## config.mk

```make
export PLATFORM = sky130hd
export DESIGN_NAME = modular_exponentiation
export DESIGN_NICKNAME = d
export VERILOG_FILES = /design/src/modexp_pkg.sv /design/src/modular_exponentiation.sv
export SDC_FILE = /design/constraint.sdc
export NUM_CORES = 1
export LEC_CHECK = 0
export BUFFER_PORTS_ARGS = -buffer_cell sky130_fd_sc_hd__buf_2
export CELL_PAD_IN_SITES_DETAIL_PLACEMENT = 1
export CELL_PAD_IN_SITES_GLOBAL_PLACEMENT = 1
export CORE_UTILIZATION = 49
export CTS_BUF_LIST = sky130_fd_sc_hd__clkbuf_16
export CTS_CLUSTER_SIZE = 8
export DETAILED_ROUTE_END_ITERATION = 10
export PLACE_DENSITY_LB_ADDON = 0.1
export SYNTH_ARGS = -nofsm -noshare
export SYNTH_HDL_FRONTEND = slang
export SYNTH_SLANG_ARGS = --single-unit
```

## constraint.sdc

```tcl
create_clock -name clk -period 8.3 [get_ports clk]
set_input_delay 0.415 -clock clk [delete_from_list [all_inputs] [get_ports clk]]
set_output_delay 0.415 -clock clk [all_outputs]
set_load 0.01 [all_outputs]
```

## src/modexp_pkg.sv

```systemverilog
// Shared constants and types for the modular exponentiation block.
`default_nettype none

package modexp_pkg;

    // Default operand width of base, exponent, modulus and residue
    localparam int unsigned OPERAND_WIDTH_DEF = 31;

    // Sequencer states
    typedef enum logic [2:0] {
        ST_IDLE,
        ST_REDUCE,
        ST_SETUP,
        ST_MULT,
        ST_DONE
    } state_t;

endpackage : modexp_pkg

`default_nettype wire

```

## src/modular_exponentiation.sv

```systemverilog
// Bit-serial right-to-left binary modular exponentiation, top level.
// Sequence: a zero exponent or zero modulus skips straight to the result; otherwise the
//   base is first reduced below the modulus, then one multiply-and-square pass runs for
//   each exponent bit up to the highest set one.
// Throughput: one item at a time; the single shift-and-add modular multiply pair sets the
//   pace at one multiplier bit per cycle. A new item is taken while a result waits.
// Reset: rst_n clears the sequencer, bit counter and output valid asynchronously.
`default_nettype none

module modular_exponentiation #(
    parameter int unsigned OPERAND_WIDTH = modexp_pkg::OPERAND_WIDTH_DEF
) (
    input  wire logic                     clk,
    input  wire logic                     rst_n,
    input  wire logic                     in_valid,
    output logic                          in_ready,
    input  wire logic [OPERAND_WIDTH-1:0] base_value,
    input  wire logic [OPERAND_WIDTH-1:0] power,
    input  wire logic [OPERAND_WIDTH-1:0] divisor,
    output logic                          out_valid,
    input  wire logic                     out_ready,
    output logic [OPERAND_WIDTH-1:0]      residue
);

    localparam int unsigned W  = OPERAND_WIDTH;
    localparam int unsigned CW = $clog2(W);
    localparam logic [CW-1:0] CNT_LAST = CW'(W - 1);

    // ------------------------------------------------------------------
    // Control state
    // ------------------------------------------------------------------
    modexp_pkg::state_t state_reg, state_next;
    logic [CW-1:0]      cnt_reg, cnt_next;
    logic               out_valid_reg, out_valid_next;

    // ------------------------------------------------------------------
    // Datapath registers
    //   mod_reg  : modulus for every reduction
    //   exp_reg  : exponent, shifted right one bit per square step
    //   base_reg : running base (remainder during the initial reduction)
    //   bsh_reg  : multiplier bits of the base (dividend bits while reducing)
    //   acc_reg  : running result
    //   add*_reg : doubling addends of the two multiplies (acc * base, base * base)
    //   prod*_reg: partial products of the two multiplies
    // ------------------------------------------------------------------
    logic [W-1:0] mod_reg,   mod_next;
    logic [W-1:0] exp_reg,   exp_next;
    logic [W-1:0] base_reg,  base_next;
    logic [W-1:0] bsh_reg,   bsh_next;
    logic [W-1:0] acc_reg,   acc_next;
    logic [W-1:0] add1_reg,  add1_next;
    logic [W-1:0] add2_reg,  add2_next;
    logic [W-1:0] prod1_reg, prod1_next;
    logic [W-1:0] prod2_reg, prod2_next;
    logic [W-1:0] residue_reg, residue_next;

    // ------------------------------------------------------------------
    // Narrow arithmetic: every operand stays below the modulus, so each sum or
    // doubling is below twice the modulus and needs one compare and subtract.
    // ------------------------------------------------------------------
    logic [W:0] mod_ext;
    logic [W:0] rem_sh,  rem_red;
    logic [W:0] sum1,    sum1_red;
    logic [W:0] sum2,    sum2_red;
    logic [W:0] dbl1,    dbl1_red;
    logic [W:0] dbl2,    dbl2_red;

    assign mod_ext = {1'b0, mod_reg};

    // Restoring division step for the initial base reduction
    assign rem_sh  = {base_reg, bsh_reg[W-1]};
    assign rem_red = (rem_sh >= mod_ext) ? (rem_sh - mod_ext) : rem_sh;

    assign sum1     = {1'b0, prod1_reg} + {1'b0, add1_reg};
    assign sum1_red = (sum1 >= mod_ext) ? (sum1 - mod_ext) : sum1;
    assign sum2     = {1'b0, prod2_reg} + {1'b0, add2_reg};
    assign sum2_red = (sum2 >= mod_ext) ? (sum2 - mod_ext) : sum2;
    assign dbl1     = {add1_reg, 1'b0};
    assign dbl1_red = (dbl1 >= mod_ext) ? (dbl1 - mod_ext) : dbl1;
    assign dbl2     = {add2_reg, 1'b0};
    assign dbl2_red = (dbl2 >= mod_ext) ? (dbl2 - mod_ext) : dbl2;

    // ------------------------------------------------------------------
    // Sequencer: next state and datapath updates
    // ------------------------------------------------------------------
    always_comb
    begin
        state_next     = state_reg;
        cnt_next       = cnt_reg;
        out_valid_next = out_valid_reg && !out_ready;
        mod_next       = mod_reg;
        exp_next       = exp_reg;
        base_next      = base_reg;
        bsh_next       = bsh_reg;
        acc_next       = acc_reg;
        add1_next      = add1_reg;
        add2_next      = add2_reg;
        prod1_next     = prod1_reg;
        prod2_next     = prod2_reg;
        residue_next   = residue_reg;

        unique case (state_reg)
            modexp_pkg::ST_IDLE:
            begin
                if (in_valid)
                begin
                    mod_next  = divisor;
                    exp_next  = power;
                    bsh_next  = base_value;
                    base_next = '0;
                    cnt_next  = '0;
                    // Running result starts at one mod the modulus
                    acc_next  = (divisor == W'(1)) ? '0 : W'(1);
                    priority if (power == '0)
                    begin
                        // Zero exponent answers one, unreduced
                        acc_next   = W'(1);
                        state_next = modexp_pkg::ST_DONE;
                    end
                    else if (divisor == '0)
                    begin
                        acc_next   = '0;
                        state_next = modexp_pkg::ST_DONE;
                    end
                    else
                    begin
                        state_next = modexp_pkg::ST_REDUCE;
                    end
                end
            end

            modexp_pkg::ST_REDUCE:
            begin
                // Bring one dividend bit into the remainder per cycle
                base_next = rem_red[W-1:0];
                bsh_next  = {bsh_reg[W-2:0], 1'b0};
                cnt_next  = cnt_reg + CW'(1);
                if (cnt_reg == CNT_LAST)
                begin
                    cnt_next   = '0;
                    state_next = modexp_pkg::ST_SETUP;
                end
            end

            modexp_pkg::ST_SETUP:
            begin
                if (exp_reg == '0)
                begin
                    state_next = modexp_pkg::ST_DONE;
                end
                else
                begin
                    add1_next  = acc_reg;
                    add2_next  = base_reg;
                    bsh_next   = base_reg;
                    prod1_next = '0;
                    prod2_next = '0;
                    cnt_next   = '0;
                    state_next = modexp_pkg::ST_MULT;
                end
            end

            modexp_pkg::ST_MULT:
            begin
                // Both multiplies consume the same base bit, LSB first
                if (bsh_reg[0])
                begin
                    prod1_next = sum1_red[W-1:0];
                    prod2_next = sum2_red[W-1:0];
                end
                add1_next = dbl1_red[W-1:0];
                add2_next = dbl2_red[W-1:0];
                bsh_next  = {1'b0, bsh_reg[W-1:1]};
                cnt_next  = cnt_reg + CW'(1);
                if (cnt_reg == CNT_LAST)
                begin
                    // Commit: multiply on a set exponent bit, square always
                    if (exp_reg[0])
                    begin
                        acc_next = bsh_reg[0] ? sum1_red[W-1:0] : prod1_reg;
                    end
                    base_next  = bsh_reg[0] ? sum2_red[W-1:0] : prod2_reg;
                    exp_next   = {1'b0, exp_reg[W-1:1]};
                    cnt_next   = '0;
                    state_next = modexp_pkg::ST_SETUP;
                end
            end

            modexp_pkg::ST_DONE:
            begin
                // Hold until the output register is free
                if (!out_valid_reg || out_ready)
                begin
                    residue_next   = acc_reg;
                    out_valid_next = 1'b1;
                    state_next     = modexp_pkg::ST_IDLE;
                end
            end

            default:
            begin
                state_next = modexp_pkg::ST_IDLE;
            end
        endcase
    end

    // Control registers
    always_ff @(posedge clk or negedge rst_n)
    begin
        if (!rst_n)
        begin
            state_reg     <= modexp_pkg::ST_IDLE;
            cnt_reg       <= '0;
            out_valid_reg <= 1'b0;
        end
        else
        begin
            state_reg     <= state_next;
            cnt_reg       <= cnt_next;
            out_valid_reg <= out_valid_next;
        end
    end

    // Payload registers
    always_ff @(posedge clk)
    begin
        mod_reg     <= mod_next;
        exp_reg     <= exp_next;
        base_reg    <= base_next;
        bsh_reg     <= bsh_next;
        acc_reg     <= acc_next;
        add1_reg    <= add1_next;
        add2_reg    <= add2_next;
        prod1_reg   <= prod1_next;
        prod2_reg   <= prod2_next;
        residue_reg <= residue_next;
    end

    assign in_ready  = (state_reg == modexp_pkg::ST_IDLE);
    assign out_valid = out_valid_reg;
    assign residue   = residue_reg;

    // ------------------------------------------------------------------
    // Assertions
    // ------------------------------------------------------------------
    a_zero_exp_shortcut: assert property (@(posedge clk) disable iff (!rst_n)
        (in_valid && in_ready && (power == '0)) |=> (state_reg == modexp_pkg::ST_DONE))
        else $error("zero exponent did not skip to the result");

    a_result_from_done: assert property (@(posedge clk) disable iff (!rst_n)
        $rose(out_valid) |-> ($past(state_reg) == modexp_pkg::ST_DONE))
        else $error("result appeared without a finished computation");

    a_mult_operands_reduced: assert property (@(posedge clk) disable iff (!rst_n)
        (state_reg == modexp_pkg::ST_MULT) |->
            ((prod1_reg < mod_reg) && (prod2_reg < mod_reg) &&
             (add1_reg < mod_reg) && (add2_reg < mod_reg)))
        else $error("multiply operand not reduced below the modulus");

    a_setup_base_reduced: assert property (@(posedge clk) disable iff (!rst_n)
        (state_reg == modexp_pkg::ST_SETUP) |-> ((base_reg < mod_reg) && (acc_reg < mod_reg)))
        else $error("base or running result not reduced");

endmodule : modular_exponentiation

`default_nettype wire
```

==> out/metrics.cfg <==
[hold_path]
hp-start = divisor[12]
hold_class = in2reg
hold_end = mod_reg[12]$_DFFE_PP_
holdPathStages = 1

[sta]
hold_violations = 0
slew_headroom_pct = 8.47
grt_setup_unrepaired = no
fmax_mhz = 148
fin_crit_ns = 6.76
report.final.slew_viol_count = 0
fin_worst_skew_ns = 0.0361
setup_violations = 0
worstMarginPinSlew_ns = 1.37
setup_tns_ns = 0
finalCritPeriodShare_pct = 81.5

[synthesis]
ys.flop_type = edfxtp_1
async_flop_share_pct = 2.82
syn_nets = 3047
synthTopCellsByArea = edfxtp_1, ha_1, a21oi_1
avgSynthCellArea_sq_um = 9.27
syn_area_sq_um = 25200
synth-seq-cells = 319
synth_top_area_cell = edfxtp_1
synth_cell_types = 85
synth_edf_count = 310
yosysSeqAreaShare_pct = 37.8
ys_warn_count = 0
synth_top_area_share_pct = 36.9
syn_inst = 2724

[critical_path]
reg2reg_slack_ns = 1.54
reg2regPathDepth = 23
reg2reg_to = base_reg[7]$_DFFE_PP_
cp_max_fo = 40
crit_type = reg2reg
worst_path_most_repeated_cell = a21oi_1
path_delay_family = compound AO/OA/AOI/OAI gates
cp_slowest_stage_delay_ns = 0.69
end_kind = flip-flop
slowest_stage = a21boi_0
path_depth = 23
start_kind = flip-flop
arrival_ns = 7.19
path_buf_inv = 2
r2r_start = add2_reg[0]$_DFFE_PP_
crit_path_cell_trace = ha_1 -> inv_1 -> fa_1 -> nor2b_1 -> o311a_1 -> o21a_1 -> o21ai_0 -> a21boi_0 -> a211o_1 -> a21oi_1 -> xnor2_1 -> ha_1 -> o21ai_0 -> a21oi_1 -> a21boi_0 -> a311o_1 -> a211oi_1 -> nor2_1 -> a311oi_4 -> buf_4 -> a21oi_1 -> a211oi_1 -> o21bai_1
required_ns = 8.73

[routing]
drc = 0
route.antenna.remaining_nets = 0
finalWirelength_mm = 84.7
avgRoutedWirePerCell_microns = 24.1
dr.pass1.iters = 5
num_vias = 22209
drt-initial-drc-count = 1409
via_per_inst = 6.32

[power_and_ir_drop]
switching_share_pct = 46.3
switchingPower_uw = 5000
seqPwrFrac_pct = 24.7
max-vdd-ir-drop_uv = 233
powerDensity_nw_per_um2 = 388
comb_power_share_pct = 59.3
p_leak_uw = 0.0117
power.internal_uw = 5800
clkPwrFrac_pct = 16.0

[floorplan]
start_util_pct = 50.0
rows = 82
ios = 130
core_region_area_sq_um = 50500
die_w_microns = 229
die_area_sq_um = 52400
die_h_microns = 229

[final_layout]
diodes = 0
nFillCells = 5821
multiInputGateArea_sq_um = 15000
drive_above_1_share_pct = 8.24
utilization_pct = 55.2
regArea_sq_um = 9540
fin_nets = 3145
area_growth_pct = 10.3

[global_routing]
antenna_found_initial = 0
first_global_vias = 23283
grt_max_degree = 148
grt.overflow.total = 0
grt_first_pass_wirelength_mm = 132
track_usage_pct = 32.0

[placement]
place.detailed.hpwl_mm = 63.7
io_buffers = 129
gp_congestion = 0.933

[clocking]
clk_pin_slew_ns = 0.05
cts_buffers = 46
cts.sinks = 319
clk_path_buf_depth = 3
h-tree-depth = 2
root_buffer = clkbuf_16
cts_tree = built
clock_latency_ns = 0.60

[run]
drv_cap = 0

[outcome]
status = completed

## area by class of cell
class | instances | area share, %
Multi-Input combinational cell | 2223 | 54.1
Sequential cell | 319 | 34.3
Clock buffer | 47 | 4.22
Tap cell | 672 | 3.02
Timing Repair Buffer | 150 | 3.01
Inverter | 82 | 1.11
Clock inverter | 19 | 0.337
## synthesized netlist by cell type, types with 4 or more instances
master,count
nor3_1,39
nand2_1,281
buf_2,10
a21oi_1,280
nand3_1,42
clkbuf_1,76
inv_1,80
edfxtp_1,310
or3_1,13
nor3b_1,5
a211oi_1,55
a21o_1,92
a21boi_0,11
or2_2,13
o211ai_1,12
xor2_1,64
a211o_1,13
mux2i_1,105
nor4_1,28
and2_1,9
ha_1,219
and4_1,11
o22ai_1,13
nor2_1,224
buf_1,8
a2111oi_0,4
o31a_1,12
o21ai_0,212
nor2b_1,31
o22a_1,29
xnor2_1,103
o21bai_1,40
nand4_1,39
nand2b_1,35
and3_1,24
o41ai_1,6
o31ai_1,21
a31oi_1,32
a41oi_1,6
fa_1,7
dfrtp_1,9
o21a_1,34
## worst max-delay path by stage
stage	start	end	slack [ns]
after floorplan	state_reg[2]$_DFFE_PN0P_	add1_reg[0]$_DFFE_PP_	0.96
after detailed placement	add2_reg[0]$_DFFE_PP_	base_reg[8]$_DFFE_PP_	1.63
after CTS	add2_reg[0]$_DFFE_PP_	base_reg[8]$_DFFE_PP_	1.63
final	add2_reg[0]$_DFFE_PP_	base_reg[7]$_DFFE_PP_	1.54
after global routing	add2_reg[0]$_DFFE_PP_	base_reg[8]$_DFFE_PP_	1.10
after global placement	add2_reg[0]$_DFFE_PP_	base_reg[8]$_DFFE_PP_	1.84
## power groups by stage
stage               Clock, uW  Combinational (uW)  Sequential, uW
global route             1790                7020            2700
floorplan                   0                4720            2560
finish                   1730                6400            2670
CTS                      1750                6330            2660
global placement            0                6080            2670
detailed placement          0                6280            2680
## what timing repair did
action / CTS / global route
buffers inserted: 0 / 0
resized for setup: 0 / 0
endpoints found under the setup margin: 0 / 0
hold endpoints to repair: 12 / 0
hold buffers: 4 / 0
## cell families after synthesis
group,after synthesis,synth area share (%)
AOI/OAI and AO/OA,912,22.9
xor gates and xnor gates,167,5.79
adders and majority gates,226,11.4
buffers and inverters,182,2.89
DFF,319,37.8
muxes,108,4.30
and+or+nand+nor,810,14.9
## layer usage
layer	share of wire, %	track usage (%)	vias up
met2	48	54.0	639
met1	45	43.4	11005
met4	2.6	9.38	0
met3	5.3	3.29	120
li1	-	-	10445
met5	0	0	-
## layout by cell type (no fill, tap or decap), types with 15 or more instances in the layout
| master | netlist | layout |
|---|---|---|
| edfxtp_1 | 310 | 310 |
| nand2_1 | 281 | 280 |
| a21oi_1 | 280 | 278 |
| nor2_1 | 224 | 222 |
| ha_1 | 219 | 219 |
| o21ai_0 | 212 | 212 |
| buf_2 | 10 | 129 |
| mux2i_1 | 105 | 105 |
| xnor2_1 | 103 | 103 |
| inv_1 | 80 | 95 |
| a21o_1 | 92 | 92 |
| xor2_1 | 64 | 64 |
| a211oi_1 | 55 | 55 |
| clkbuf_16 | 0 | 47 |
| nand3_1 | 42 | 42 |
| o21bai_1 | 40 | 40 |
| nand4_1 | 39 | 39 |
| nor3_1 | 39 | 39 |
| nand2b_1 | 35 | 35 |
| o21a_1 | 34 | 34 |
| a31oi_1 | 32 | 32 |
| nor2b_1 | 31 | 31 |
| o22a_1 | 29 | 29 |
| nor4_1 | 28 | 28 |
| and3_1 | 24 | 23 |
| o31ai_1 | 21 | 21 |
| buf_4 | 3 | 15 |
## through the flow
step | std cells | instance area [sq um] | hold WS [ns] | worst slack [ns] | total power (uW)
2_1_floorplan | 2724 | 25200 | 0.119 | 0.958 | 7280
3_3_place_gp | 3442 | 26500 | 0.280 | 1.84 | 8750
3_5_place_dp | 3442 | 26500 | 0.277 | 1.63 | 8950
4_1_cts | 3512 | 27800 | 0.00145 | 1.63 | 10700
5_1_grt | 3512 | 27800 | 0.0213 | 1.10 | 11500
6_report | 3512 | 27800 | 0.0274 | 1.54 | 10800
No activity file was read; power rests on OpenSTA's default activity.
